--- src/hw/rtl/mbdc_pkg.sv ---
// shared types and constants of the multi-button debouncer with combo detect
`default_nettype none

package mbdc_pkg;

    localparam int RAW_BITS = 10;
    localparam int STABLE_W = 8;
    localparam int HOLD_W = 16;
    localparam int THRESH_W = 8;
    localparam int DATA_W = 16;
    localparam int CFG_IDX_W = 1;

    localparam logic [STABLE_W-1:0] STABLE_MAX = '1;
    localparam logic [HOLD_W-1:0] HOLD_MAX = '1;

    localparam logic [THRESH_W-1:0] THRESH_RESET = 8'd3;
    localparam logic [HOLD_W-1:0] HOLD_TICKS_RESET = 16'd300;

    localparam logic [CFG_IDX_W-1:0] CFG_DEBOUNCE_THRESHOLD = 1'd0;
    localparam logic [CFG_IDX_W-1:0] CFG_COMBO_HOLD_TICKS = 1'd1;

    // per-tick control into the combo stage
    typedef struct packed {
        logic en;
        logic ack;
        logic both_pressed;
    } tick_ctrl_t;

endpackage

`default_nettype wire

--- src/hw/rtl/mbdc_lane.sv ---
// one debounce lane: stability counter and debounced state of one channel
`default_nettype none

module mbdc_lane (
    input  wire logic                          clk,
    input  wire logic                          rst_n,
    input  wire logic                          en,
    input  wire logic                          pressed,
    input  wire logic [mbdc_pkg::THRESH_W-1:0] threshold,
    output logic                               deb_next
);
    import mbdc_pkg::*;

    logic                prev_reg;
    logic                prev_next;
    logic [STABLE_W-1:0] cnt_reg;
    logic [STABLE_W-1:0] cnt_next;
    logic                deb_reg;

    always_comb
    begin
        prev_next = prev_reg;
        if (pressed == prev_reg)
        begin
            cnt_next = (cnt_reg == STABLE_MAX) ? cnt_reg : cnt_reg + STABLE_W'(1);
        end
        else
        begin
            cnt_next  = '0;
            prev_next = pressed;
        end
        deb_next = (cnt_next >= threshold) ? pressed : deb_reg;
    end

    always_ff @(posedge clk or negedge rst_n)
    begin
        if (!rst_n)
        begin
            prev_reg <= 1'b0;
            cnt_reg  <= '0;
            deb_reg  <= 1'b0;
        end
        else if (en)
        begin
            prev_reg <= prev_next;
            cnt_reg  <= cnt_next;
            deb_reg  <= deb_next;
        end
    end

endmodule

`default_nettype wire

--- src/hw/rtl/mbdc_combo.sv ---
// merge stage: joint hold timer of the last two channels and sticky combo flag
`default_nettype none

module mbdc_combo (
    input  wire logic                        clk,
    input  wire logic                        rst_n,
    input  wire mbdc_pkg::tick_ctrl_t        ctrl,
    input  wire logic [mbdc_pkg::HOLD_W-1:0] hold_ticks,
    output logic                             sticky_next
);
    import mbdc_pkg::*;

    logic              active_reg;
    logic              active_next;
    logic [HOLD_W-1:0] elapsed_reg;
    logic [HOLD_W-1:0] elapsed_next;
    logic              sticky_reg;
    logic              sticky_acked;

    always_comb
    begin
        sticky_acked = ctrl.ack ? 1'b0 : sticky_reg;
        sticky_next  = sticky_acked;
        active_next  = 1'b0;
        elapsed_next = '0;
        if (ctrl.both_pressed)
        begin
            active_next = 1'b1;
            if (active_reg)
            begin
                elapsed_next = (elapsed_reg == HOLD_MAX) ? elapsed_reg
                                                         : elapsed_reg + HOLD_W'(1);
                if (!sticky_acked && (elapsed_next >= hold_ticks))
                begin
                    sticky_next = 1'b1;
                end
            end
        end
    end

    always_ff @(posedge clk or negedge rst_n)
    begin
        if (!rst_n)
        begin
            active_reg  <= 1'b0;
            elapsed_reg <= '0;
            sticky_reg  <= 1'b0;
        end
        else if (ctrl.en)
        begin
            active_reg  <= active_next;
            elapsed_reg <= elapsed_next;
            sticky_reg  <= sticky_next;
        end
    end

    a_idle_elapsed_zero: assert property (@(posedge clk) disable iff (!rst_n)
        !active_reg |-> (elapsed_reg == '0))
        else $error("hold time nonzero while no hold is active");

    a_flag_needs_hold: assert property (@(posedge clk) disable iff (!rst_n)
        $rose(sticky_reg) |-> active_reg && $past(active_reg))
        else $error("combo flag set without a running hold");

endmodule

`default_nettype wire

--- src/hw/rtl/multi_button_debouncer_with_combo_core.sv ---
// top level of the multi-button debouncer with combo detect
`default_nettype none

// One item is one poll tick carrying the active-low levels of ten buttons and
// a combo acknowledge bit; each tick gives exactly one result with the
// debounced pressed mask and the sticky combo flag. Every channel has its own
// lane, so a tick is taken every clock cycle while s_tready is high, and its
// result is registered for the output. An output register plus one skid
// register let s_tready stay high for one extra item while m_tready is low.
// Channels at or above the ten input bits read as released; the combo watches
// the two highest channels. Configuration: index 0 is the debounce threshold
// (reset 3), index 1 the combo hold length in ticks (reset 300); write only
// while no item is in flight.
module multi_button_debouncer_with_combo_core #(
    parameter int CHANNELS = 10
) (
    input  wire logic                           clk,
    input  wire logic                           rst_n,
    input  wire logic                           s_tvalid,
    output logic                                s_tready,
    input  wire logic [mbdc_pkg::DATA_W-1:0]    s_tdata,   // raw_levels[9:0], ack_combo[10]
    output logic                                m_tvalid,
    input  wire logic                           m_tready,
    output logic [mbdc_pkg::DATA_W-1:0]         m_tdata,   // pressed_mask[9:0], combo_flag[10]
    input  wire logic                           cfg_valid,
    output logic                                cfg_ready,
    input  wire logic [mbdc_pkg::CFG_IDX_W-1:0] cfg_index,
    input  wire logic [mbdc_pkg::HOLD_W-1:0]    cfg_data
);
    import mbdc_pkg::*;

    logic [THRESH_W-1:0] thresh_reg;
    logic [HOLD_W-1:0]   hold_ticks_reg;

    logic                accept;
    logic                take;
    logic [RAW_BITS-1:0] raw_levels;
    logic                ack_combo;
    logic [CHANNELS-1:0] deb_next;
    logic [RAW_BITS-1:0] mask;
    logic                sticky_next;
    tick_ctrl_t          ctrl;
    logic [DATA_W-1:0]   result;

    logic                out_valid_reg;
    logic                out_valid_next;
    logic [DATA_W-1:0]   out_data_reg;
    logic [DATA_W-1:0]   out_data_next;
    logic                skid_valid_reg;
    logic                skid_valid_next;
    logic [DATA_W-1:0]   skid_data_reg;
    logic [DATA_W-1:0]   skid_data_next;

    assign cfg_ready  = 1'b1;
    assign raw_levels = s_tdata[RAW_BITS-1:0];
    assign ack_combo  = s_tdata[RAW_BITS];
    assign s_tready   = !skid_valid_reg;
    assign accept     = s_tvalid && s_tready;
    assign take       = out_valid_reg && m_tready;

    always_ff @(posedge clk or negedge rst_n)
    begin
        if (!rst_n)
        begin
            thresh_reg     <= THRESH_RESET;
            hold_ticks_reg <= HOLD_TICKS_RESET;
        end
        else if (cfg_valid && cfg_ready)
        begin
            case (cfg_index)
                CFG_DEBOUNCE_THRESHOLD: thresh_reg     <= cfg_data[THRESH_W-1:0];
                CFG_COMBO_HOLD_TICKS:   hold_ticks_reg <= cfg_data;
                default:                ;
            endcase
        end
    end

    for (genvar i = 0; i < CHANNELS; i++)
    begin : g_lane
        logic pressed;
        if (i < RAW_BITS)
        begin : g_in
            assign pressed = !raw_levels[i];
        end
        else
        begin : g_none
            assign pressed = 1'b0;
        end

        mbdc_lane u_lane (
            .clk       (clk),
            .rst_n     (rst_n),
            .en        (accept),
            .pressed   (pressed),
            .threshold (thresh_reg),
            .deb_next  (deb_next[i])
        );
    end

    for (genvar i = 0; i < RAW_BITS; i++)
    begin : g_mask
        if (i < CHANNELS)
        begin : g_bit
            assign mask[i] = deb_next[i];
        end
        else
        begin : g_zero
            assign mask[i] = 1'b0;
        end
    end

    always_comb
    begin
        ctrl.en           = accept;
        ctrl.ack          = ack_combo;
        ctrl.both_pressed = deb_next[CHANNELS-2] && deb_next[CHANNELS-1];
    end

    mbdc_combo u_combo (
        .clk         (clk),
        .rst_n       (rst_n),
        .ctrl        (ctrl),
        .hold_ticks  (hold_ticks_reg),
        .sticky_next (sticky_next)
    );

    assign result = {{(DATA_W - RAW_BITS - 1){1'b0}}, sticky_next, mask};

    always_comb
    begin
        out_valid_next  = out_valid_reg;
        out_data_next   = out_data_reg;
        skid_valid_next = skid_valid_reg;
        skid_data_next  = skid_data_reg;
        if (skid_valid_reg)
        begin
            if (take)
            begin
                out_data_next   = skid_data_reg;
                skid_valid_next = 1'b0;
            end
        end
        else if (accept)
        begin
            if (!out_valid_reg || take)
            begin
                out_valid_next = 1'b1;
                out_data_next  = result;
            end
            else
            begin
                skid_valid_next = 1'b1;
                skid_data_next  = result;
            end
        end
        else if (take)
        begin
            out_valid_next = 1'b0;
        end
    end

    always_ff @(posedge clk or negedge rst_n)
    begin
        if (!rst_n)
        begin
            out_valid_reg  <= 1'b0;
            skid_valid_reg <= 1'b0;
        end
        else
        begin
            out_valid_reg  <= out_valid_next;
            skid_valid_reg <= skid_valid_next;
        end
    end

    always_ff @(posedge clk)
    begin
        out_data_reg  <= out_data_next;
        skid_data_reg <= skid_data_next;
    end

    assign m_tvalid = out_valid_reg;
    assign m_tdata  = out_data_reg;

    a_skid_behind_out: assert property (@(posedge clk) disable iff (!rst_n)
        skid_valid_reg |-> out_valid_reg)
        else $error("skid item held with empty output register");

    a_skid_fill_on_stall: assert property (@(posedge clk) disable iff (!rst_n)
        $rose(skid_valid_reg) |-> $past(out_valid_reg && !m_tready && s_tvalid))
        else $error("skid filled without an output stall");

endmodule

`default_nettype wire

--- config.mk ---
export PLATFORM = sky130hd
export DESIGN_NAME = multi_button_debouncer_with_combo_core
export DESIGN_NICKNAME = d
export VERILOG_FILES = /design/src/hw/rtl/mbdc_pkg.sv /design/src/hw/rtl/mbdc_lane.sv /design/src/hw/rtl/mbdc_combo.sv /design/src/hw/rtl/multi_button_debouncer_with_combo_core.sv
export SDC_FILE = /design/constraint.sdc
export NUM_CORES = 1
export LEC_CHECK = 0
export BUFFER_PORTS_ARGS = -buffer_cell sky130_fd_sc_hd__buf_2
export CORE_MARGIN = 3
export CORE_UTILIZATION = 40
export DETAILED_ROUTE_END_ITERATION = 16
export HOLD_SLACK_MARGIN = 0.15
export SYNTH_ARGS = -nofsm -noshare
export SYNTH_HDL_FRONTEND = slang
export SYNTH_SLANG_ARGS = --single-unit
--- constraint.sdc ---
create_clock -name clk -period 4.35 [get_ports clk]
set_input_delay 0.6525 -clock clk [delete_from_list [all_inputs] [get_ports clk]]
set_output_delay 0.6525 -clock clk [all_outputs]
set_load 0.05 [all_outputs]
==> flow_summary.toml, run 1 <==
[run_status]
status = "finished, final reports clean"

[synth]
yosys.area_share.simple_pct = 18.3
yosysUniqueCellTypes = 67
synth-edff-count = 22
synth_top_family_by_area = "simple AND/OR/NAND/NOR gates"
synth_cells = 1209
synthMuxAreaShare_pct = 7.51
synth_ff_type = "dfrtp_1"
ys_warn_count = 0
ys_async_sr_fraction_pct = 86.7
ys_seq_area_share_pct = 38.4
synth_xor_area_share_pct = 4.64
netlist_area_mm2 = 0.0111
synth-seq-cells = 166
synth_area_per_cell_um2 = 9.21
synth_fa_ha_area_share_pct = 12.0
synth-compound-area-share_pct = 15.5

[clock_tree]
clk_latency_ns = 0.43
clkTransAtPathRegs_ns = 0.08
cts_buffers = 17
cts_num_sinks = 166
h-tree-depth = 4
cts-resized-gates = 0
root_buffer = "clkbuf_16"
postCtsSetupRepairBufs = 0
cts_tree = "yes"
clock_path_buffers = 2
cts_hold_buf = 0

[layout]
fillers = 2649
largest_reg_flops = 80
antennaDiodeCount = 0
fin_cells = 1626
multi_input_comb_area_mm2 = 0.00649
register_area_mm2 = 0.00427
final_nets = 1386
area_growth_pct = 10.9
layout-drive-gt1-share_pct = 13.1
design_area_mm2 = 0.0123
layout.core_utilization_pct = 45.4

[sta]
finalCriticalPeriod_ns = 3.82
worst_pin_slew_ns = 0.824
hold_viol = 0
setup_viol = 0
finClkSkew_ns = 0.0143
rsz0062_at_grt = "false"
slew_headroom_pct = 45.1
fmax_ghz = 0.262
tns_ns = 0
final.period_utilization_pct = 87.8
final-max-slew-violation-count = 0

[worst_setup_path]
worstPathMaxFanout = 16
startpoint_type = "register"
endpoint_kind = "register"
cp.arrival_ns = 3.99
worstPathRequired_ns = 4.52
worst-setup-path-type = "register to register"

[routing]
detail-route-antenna-nets = 0
vias = 8702
wl_met2_um = 11800
drc = 0
wl_met1_um = 12200
detail_route.iter0.violations = 590
wl_um = 25000
top_layer = "met4"
vias_per_cell = 5.35
met3WireLength_um = 705
dr.pass1.iters = 5
wire_per_inst_um = 15.4

[die]
die_area_mm2 = 0.0299
coreArea_mm2 = 0.0272
die_w_um = 173
initial_core_util_pct = 41.0
die_h_um = 173
ios = 57
fp-row-count = 60

[job]
drv_cap = 0

[placement]
postPlaceCellArea_mm2 = 0.0118
port_buffers = 45
dp_hpwl_um = 17000
dp.cells = 1594
place_congestion = 0.794

[grt]
grt_pass1_vias = 8511
grt-ovfl-total = 0
grtUsageTotal_pct = 17.2
antenna_found_initial = 0
grt_max_degree = 78
grt_pass1_wl_um = 42600

[pwr]
p_leak_nw = 5.48
p_per_area_mw_per_mm2 = 491
irDropWorstVdd_uv = 256

[worst_hold_path]
hold_path_class = "input pin to asynchronous set/reset pin"
-- worst max-delay path, cell delays in order (launching register included) --
cell and delay (ns):
dfrtp_1 0.41, ha_1 0.23, nand2_1 0.13, nor3_2 0.40, nor2_1 0.17, nand3_1 0.15, xor2_1 0.16, nor2_1 0.06
ha_1 0.32, nand4_1 0.11, o311a_1 0.39, o221ai_2 0.67, a21o_1 0.24, o21ai_0 0.12
-- cell usage in the layout (no fill, tap or decap), types with 37 or more instances in the layout --
cell type  instances
nand2_1          142
dfrtp_1          138
ha_1             107
nor2_1           103
o21ai_0           82
a21oi_1           67
nand3_1           53
mux2_2            48
inv_1             46
buf_2             44
xnor2_1           37
-- cell families (layout without fill, tap and decap cells) --
logic type,Yosys count,in the layout
XOR/XNOR,59,59
flip-flops,166,166
AND/OR/NAND/NOR,431,431
buffers and inverters,95,136
other,2,6
multiplexers,77,77
AO/OA/AOI/OAI,272,272
adder cells (fa/ha/maj),107,107
-- area by class of cell --
cell class | instances | share of cell area [%]
Clock buffer | 17 | 3.44
Timing Repair Buffer | 58 | 2.87
Tap cell | 372 | 3.77
Sequential cell | 166 | 34.6
Multi-Input combinational cell | 952 | 52.6
Inverter | 46 | 1.40
Clock inverter | 15 | 1.37
-- Yosys cell counts (13+ instances only) --
library cell,instances,area share (%)
nor3_1,28,1.3
ha_1,107,12
nor2_1,103,3.5
clkbuf_1,32,1.1
o21a_1,15,1.0
a21oi_1,67,3.0
nand3_1,53,2.4
nand2b_1,19,1.1
and3_1,13,0.73
xor2_1,22,1.7
dfrtp_1,138,31
nand4_1,29,1.6
edfxtp_1,22,5.9
a31oi_1,14,0.79
o21ai_0,82,3.7
mux2i_1,28,2.5
o31ai_1,27,1.8
mux2_2,48,4.9
nand2_1,143,4.8
a21o_1,13,0.88
inv_1,46,1.6
xnor2_1,37,2.9
-- layer usage --
metal / vias to the layer above / GRT usage [%]
met4: 0 / 4.46
met3: 22 / 2.79
met1: 4134 / 23.1
met2: 112 / 29.0
li1: 4434 / -
met5: - / 0
-- report_power, final --
part,leakage (nW),internal [mW],switching (mW)
registers,2.08,1.94,0.289
clock network,0.285,0.862,0.704
logic,3.12,0.853,1.42
-- stage by stage --
step	hold WS, ns	total power, mW	setup WS (ns)
2_1_floorplan	0.357	3.88	1.08
5_1_grt	0.331	6.52	0.149
3_5_place_dp	0.469	4.54	0.543
4_1_cts	0.295	6.13	0.535
6_report	0.221	6.06	0.529
3_3_place_gp	0.474	4.47	0.555
-- worst paths after layout --
kind                            cells past startpoint  slack, ns                               startpoint                                       to
worst max-delay path                               13       0.53  g_lane[8].u_lane.cnt_reg[0]$_DFFE_PN0P_              skid_data_reg[10]$_DFFE_PP_
worst min-delay path                                1       0.22                                    rst_n  g_lane[2].u_lane.cnt_reg[0]$_DFFE_PN0P_
worst max register to register                     13       0.53  g_lane[8].u_lane.cnt_reg[0]$_DFFE_PN0P_              skid_data_reg[10]$_DFFE_PP_
worst min register to register                      2       0.49     g_lane[8].u_lane.deb_reg$_DFFE_PN0P_     g_lane[8].u_lane.deb_reg$_DFFE_PN0P_
max in group asynchronous                           2       3.25                                    rst_n            hold_ticks_reg[8]$_DFFE_PN1P_
min in group clk                                    2       0.40                                 m_tready                 skid_valid_reg$_DFF_PN0_
Power figures use the tool's default switching activity.
==> run 2, diff against run 1 <==
--- a/config.mk
+++ b/config.mk
@@ -6,10 +6,12 @@
 export NUM_CORES = 1
 export LEC_CHECK = 0
 export BUFFER_PORTS_ARGS = -buffer_cell sky130_fd_sc_hd__buf_2
+export CAP_MARGIN = 0
 export CORE_MARGIN = 3
-export CORE_UTILIZATION = 40
+export CORE_UTILIZATION = 24
 export DETAILED_ROUTE_END_ITERATION = 16
 export HOLD_SLACK_MARGIN = 0.15
+export SLEW_MARGIN = 20
 export SYNTH_ARGS = -nofsm -noshare
 export SYNTH_HDL_FRONTEND = slang
 export SYNTH_SLANG_ARGS = --single-unit
==> run 2 against run 1 <==
Net effect: power hardly changed; combinational power hardly changed; critical path type unchanged; utilization is 18 points lower; clock skew is 0.0030 ns higher; via count is 2.2% higher; largest cell class unchanged; count of clock-buffer cells in the layout stayed put.
==> flow_summary.toml, run 2 (same netlist as run 1, synthesis figures left out) <==
[layout]
final_nets = 1385
fin_cells = 1854
layout.core_utilization_pct = 27.7
layout-drive-gt1-share_pct = 13.0
layout_commonest_cell = "nand2_1"
largest_reg_flops = 80
final_cell_mix = "142 x nand2_1, 138 x dfrtp_1, 107 x ha_1"
fillers = 4806
area_growth_pct = 13.4

[sta]
fmax_ghz = 0.261
slew_headroom_pct = 31.1
finalCriticalPeriod_ns = 3.84
hold_viol = 0
worst_pin_slew_ns = 1.03
setup_viol = 0
final.period_utilization_pct = 88.2
finClkSkew_ns = 0.0173
tns_ns = 0
final-max-slew-violation-count = 0
holdWs_ns = 0.338
rsz0062_at_grt = "false"

[pwr]
internal_power_mw = 3.64
p_per_area_mw_per_mm2 = 481
p_clk_share_pct = 26.2
share_comb_of_total_power_pct = 37.3
irDropWorstVdd_uv = 314
switching_share_pct = 39.9
switching_power_mw = 2.42
seqPwrFrac_pct = 36.5
p_leak_nw = 5.47

[job]
drv_cap = 0

[die]
ios = 57
die_area_mm2 = 0.0490
fp-row-count = 78
initial_core_util_pct = 24.4
coreArea_mm2 = 0.0456
die_w_um = 221
die_h_um = 221

[routing]
drc = 0
vias_per_cell = 4.80
detail-route-antenna-nets = 0
wire_per_inst_um = 14.2
vias = 8892
detail_route.iter0.violations = 528
dr.pass1.iters = 5
wl_um = 26400

[grt]
grt_pass1_wl_um = 44300
antenna_found_initial = 1
grt_max_degree = 99
grt_pass1_vias = 8694
grt-ovfl-total = 0
grtUsageTotal_pct = 10.8

[placement]
dp.cells = 1821
port_buffers = 45
dp_hpwl_um = 17900
place_congestion = 0.808

[worst_setup_path]
critPathLaunch = "u_combo.elapsed_reg[0]$_DFFE_PN0P_"
reg2reg_setup_slack_ns = 0.51
worst-setup-path-type = "register to register"
rr_worst_depth = 10
critPathCapture = "skid_data_reg[10]$_DFFE_PP_"
worstPathRequired_ns = 4.52
endpoint_kind = "register"
timing.rr.end = "skid_data_reg[10]$_DFFE_PP_"
startpoint_type = "register"
reg2reg_from = "u_combo.elapsed_reg[0]$_DFFE_PN0P_"
cp.arrival_ns = 4.01
worstPathMaxFanout = 9

[clock_tree]
root_buffer = "clkbuf_16"
cts_buffers = 17
h-tree-depth = 4
cts_num_sinks = 166
postCtsSetupRepairBufs = 0
cts_hold_buf = 0
clk_latency_ns = 0.44
clkTransAtPathRegs_ns = 0.08
cts_tree = "yes"
cts-resized-gates = 0
clock_path_buffers = 2

[run_status]
status = "finished, final reports clean"

[worst_hold_path]
hold_path_class = "input pin to asynchronous set/reset pin"
-- run 2: routing by layer --
| metal | track usage, % | vias to the layer above | part of all wire (%) |
|---|---|---|---|
| li1 | - | 4442 | - |
| met1 | 13.8 | 4293 | 46 |
| met2 | 18.9 | 128 | 49 |
| met3 | 1.75 | 29 | 2.4 |
| met4 | 2.99 | 0 | 2.1 |
| met5 | 0 | - | 0 |
-- run 2: worst min path at each step --
| stage | from | endpoint | slack [ns] | depth (start not counted) |
|---|---|---|---|---|
| 2_1_floorplan | rst_n | g_lane[0].u_lane.cnt_reg[0]$_DFFE_PN0P_ | 0.36 | 0 |
| 3_3_place_gp | g_lane[9].u_lane.deb_reg$_DFFE_PN0P_ | g_lane[9].u_lane.deb_reg$_DFFE_PN0P_ | 0.46 | 2 |
| 3_5_place_dp | g_lane[8].u_lane.deb_reg$_DFFE_PN0P_ | g_lane[8].u_lane.deb_reg$_DFFE_PN0P_ | 0.47 | 2 |
| 4_1_cts | m_tready | skid_valid_reg$_DFF_PN0_ | 0.38 | 2 |
| 5_1_grt | m_tready | skid_valid_reg$_DFF_PN0_ | 0.39 | 2 |
| 6_report | rst_n | g_lane[5].u_lane.cnt_reg[4]$_DFFE_PN0P_ | 0.34 | 1 |
-- run 2: critical path: stages, from the launching register on --
cell and delay [ns]:
dfrtp_1 0.46, ha_1 0.29, nand4_1 0.23, or4_4 0.69
mux2_4 0.34, ha_1 0.27, a2111oi_0 0.34, a2111oi_0 0.14
o31ai_1 0.33, a21o_1 0.35, o21ai_0 0.14
-- run 2: area by class of cell --
| type | count | area (µm²) | share of cell area (%) |
|---|---|---|---|
| Multi-Input combinational cell | 952 | 6490 | 51.4 |
| Clock buffer | 17 | 425 | 3.37 |
| Antenna cell | 1 | 2.50 | 0.0198 |
| Sequential cell | 166 | 4270 | 33.9 |
| Timing Repair Buffer | 57 | 322 | 2.55 |
| Clock inverter | 15 | 183 | 1.45 |
| Tap cell | 600 | 751 | 5.95 |
| Inverter | 46 | 173 | 1.37 |
-- run 2: stage by stage --
stage | power (mW) | cell area, µm² | worst slack, ns
2_1_floorplan | 3.88 | 11100 | 1.08
3_3_place_gp | 4.45 | 12000 | 0.538
3_5_place_dp | 4.52 | 12000 | 0.512
4_1_cts | 6.14 | 12600 | 0.496
5_1_grt | 6.53 | 12600 | 0.193
6_report | 6.06 | 12600 | 0.512
-- run 2: power by group through the flow --
| stage | combinational [mW] | sequential [mW] | clock, mW |
|---|---|---|---|
| final | 2.26 | 2.21 | 1.59 |
| after global routing | 2.56 | 2.27 | 1.70 |
| after CTS | 2.29 | 2.22 | 1.64 |
| after detailed placement | 2.27 | 2.24 | 0 |
| after global placement | 2.22 | 2.23 | 0 |
| after floorplan | 1.52 | 2.36 | 0 |
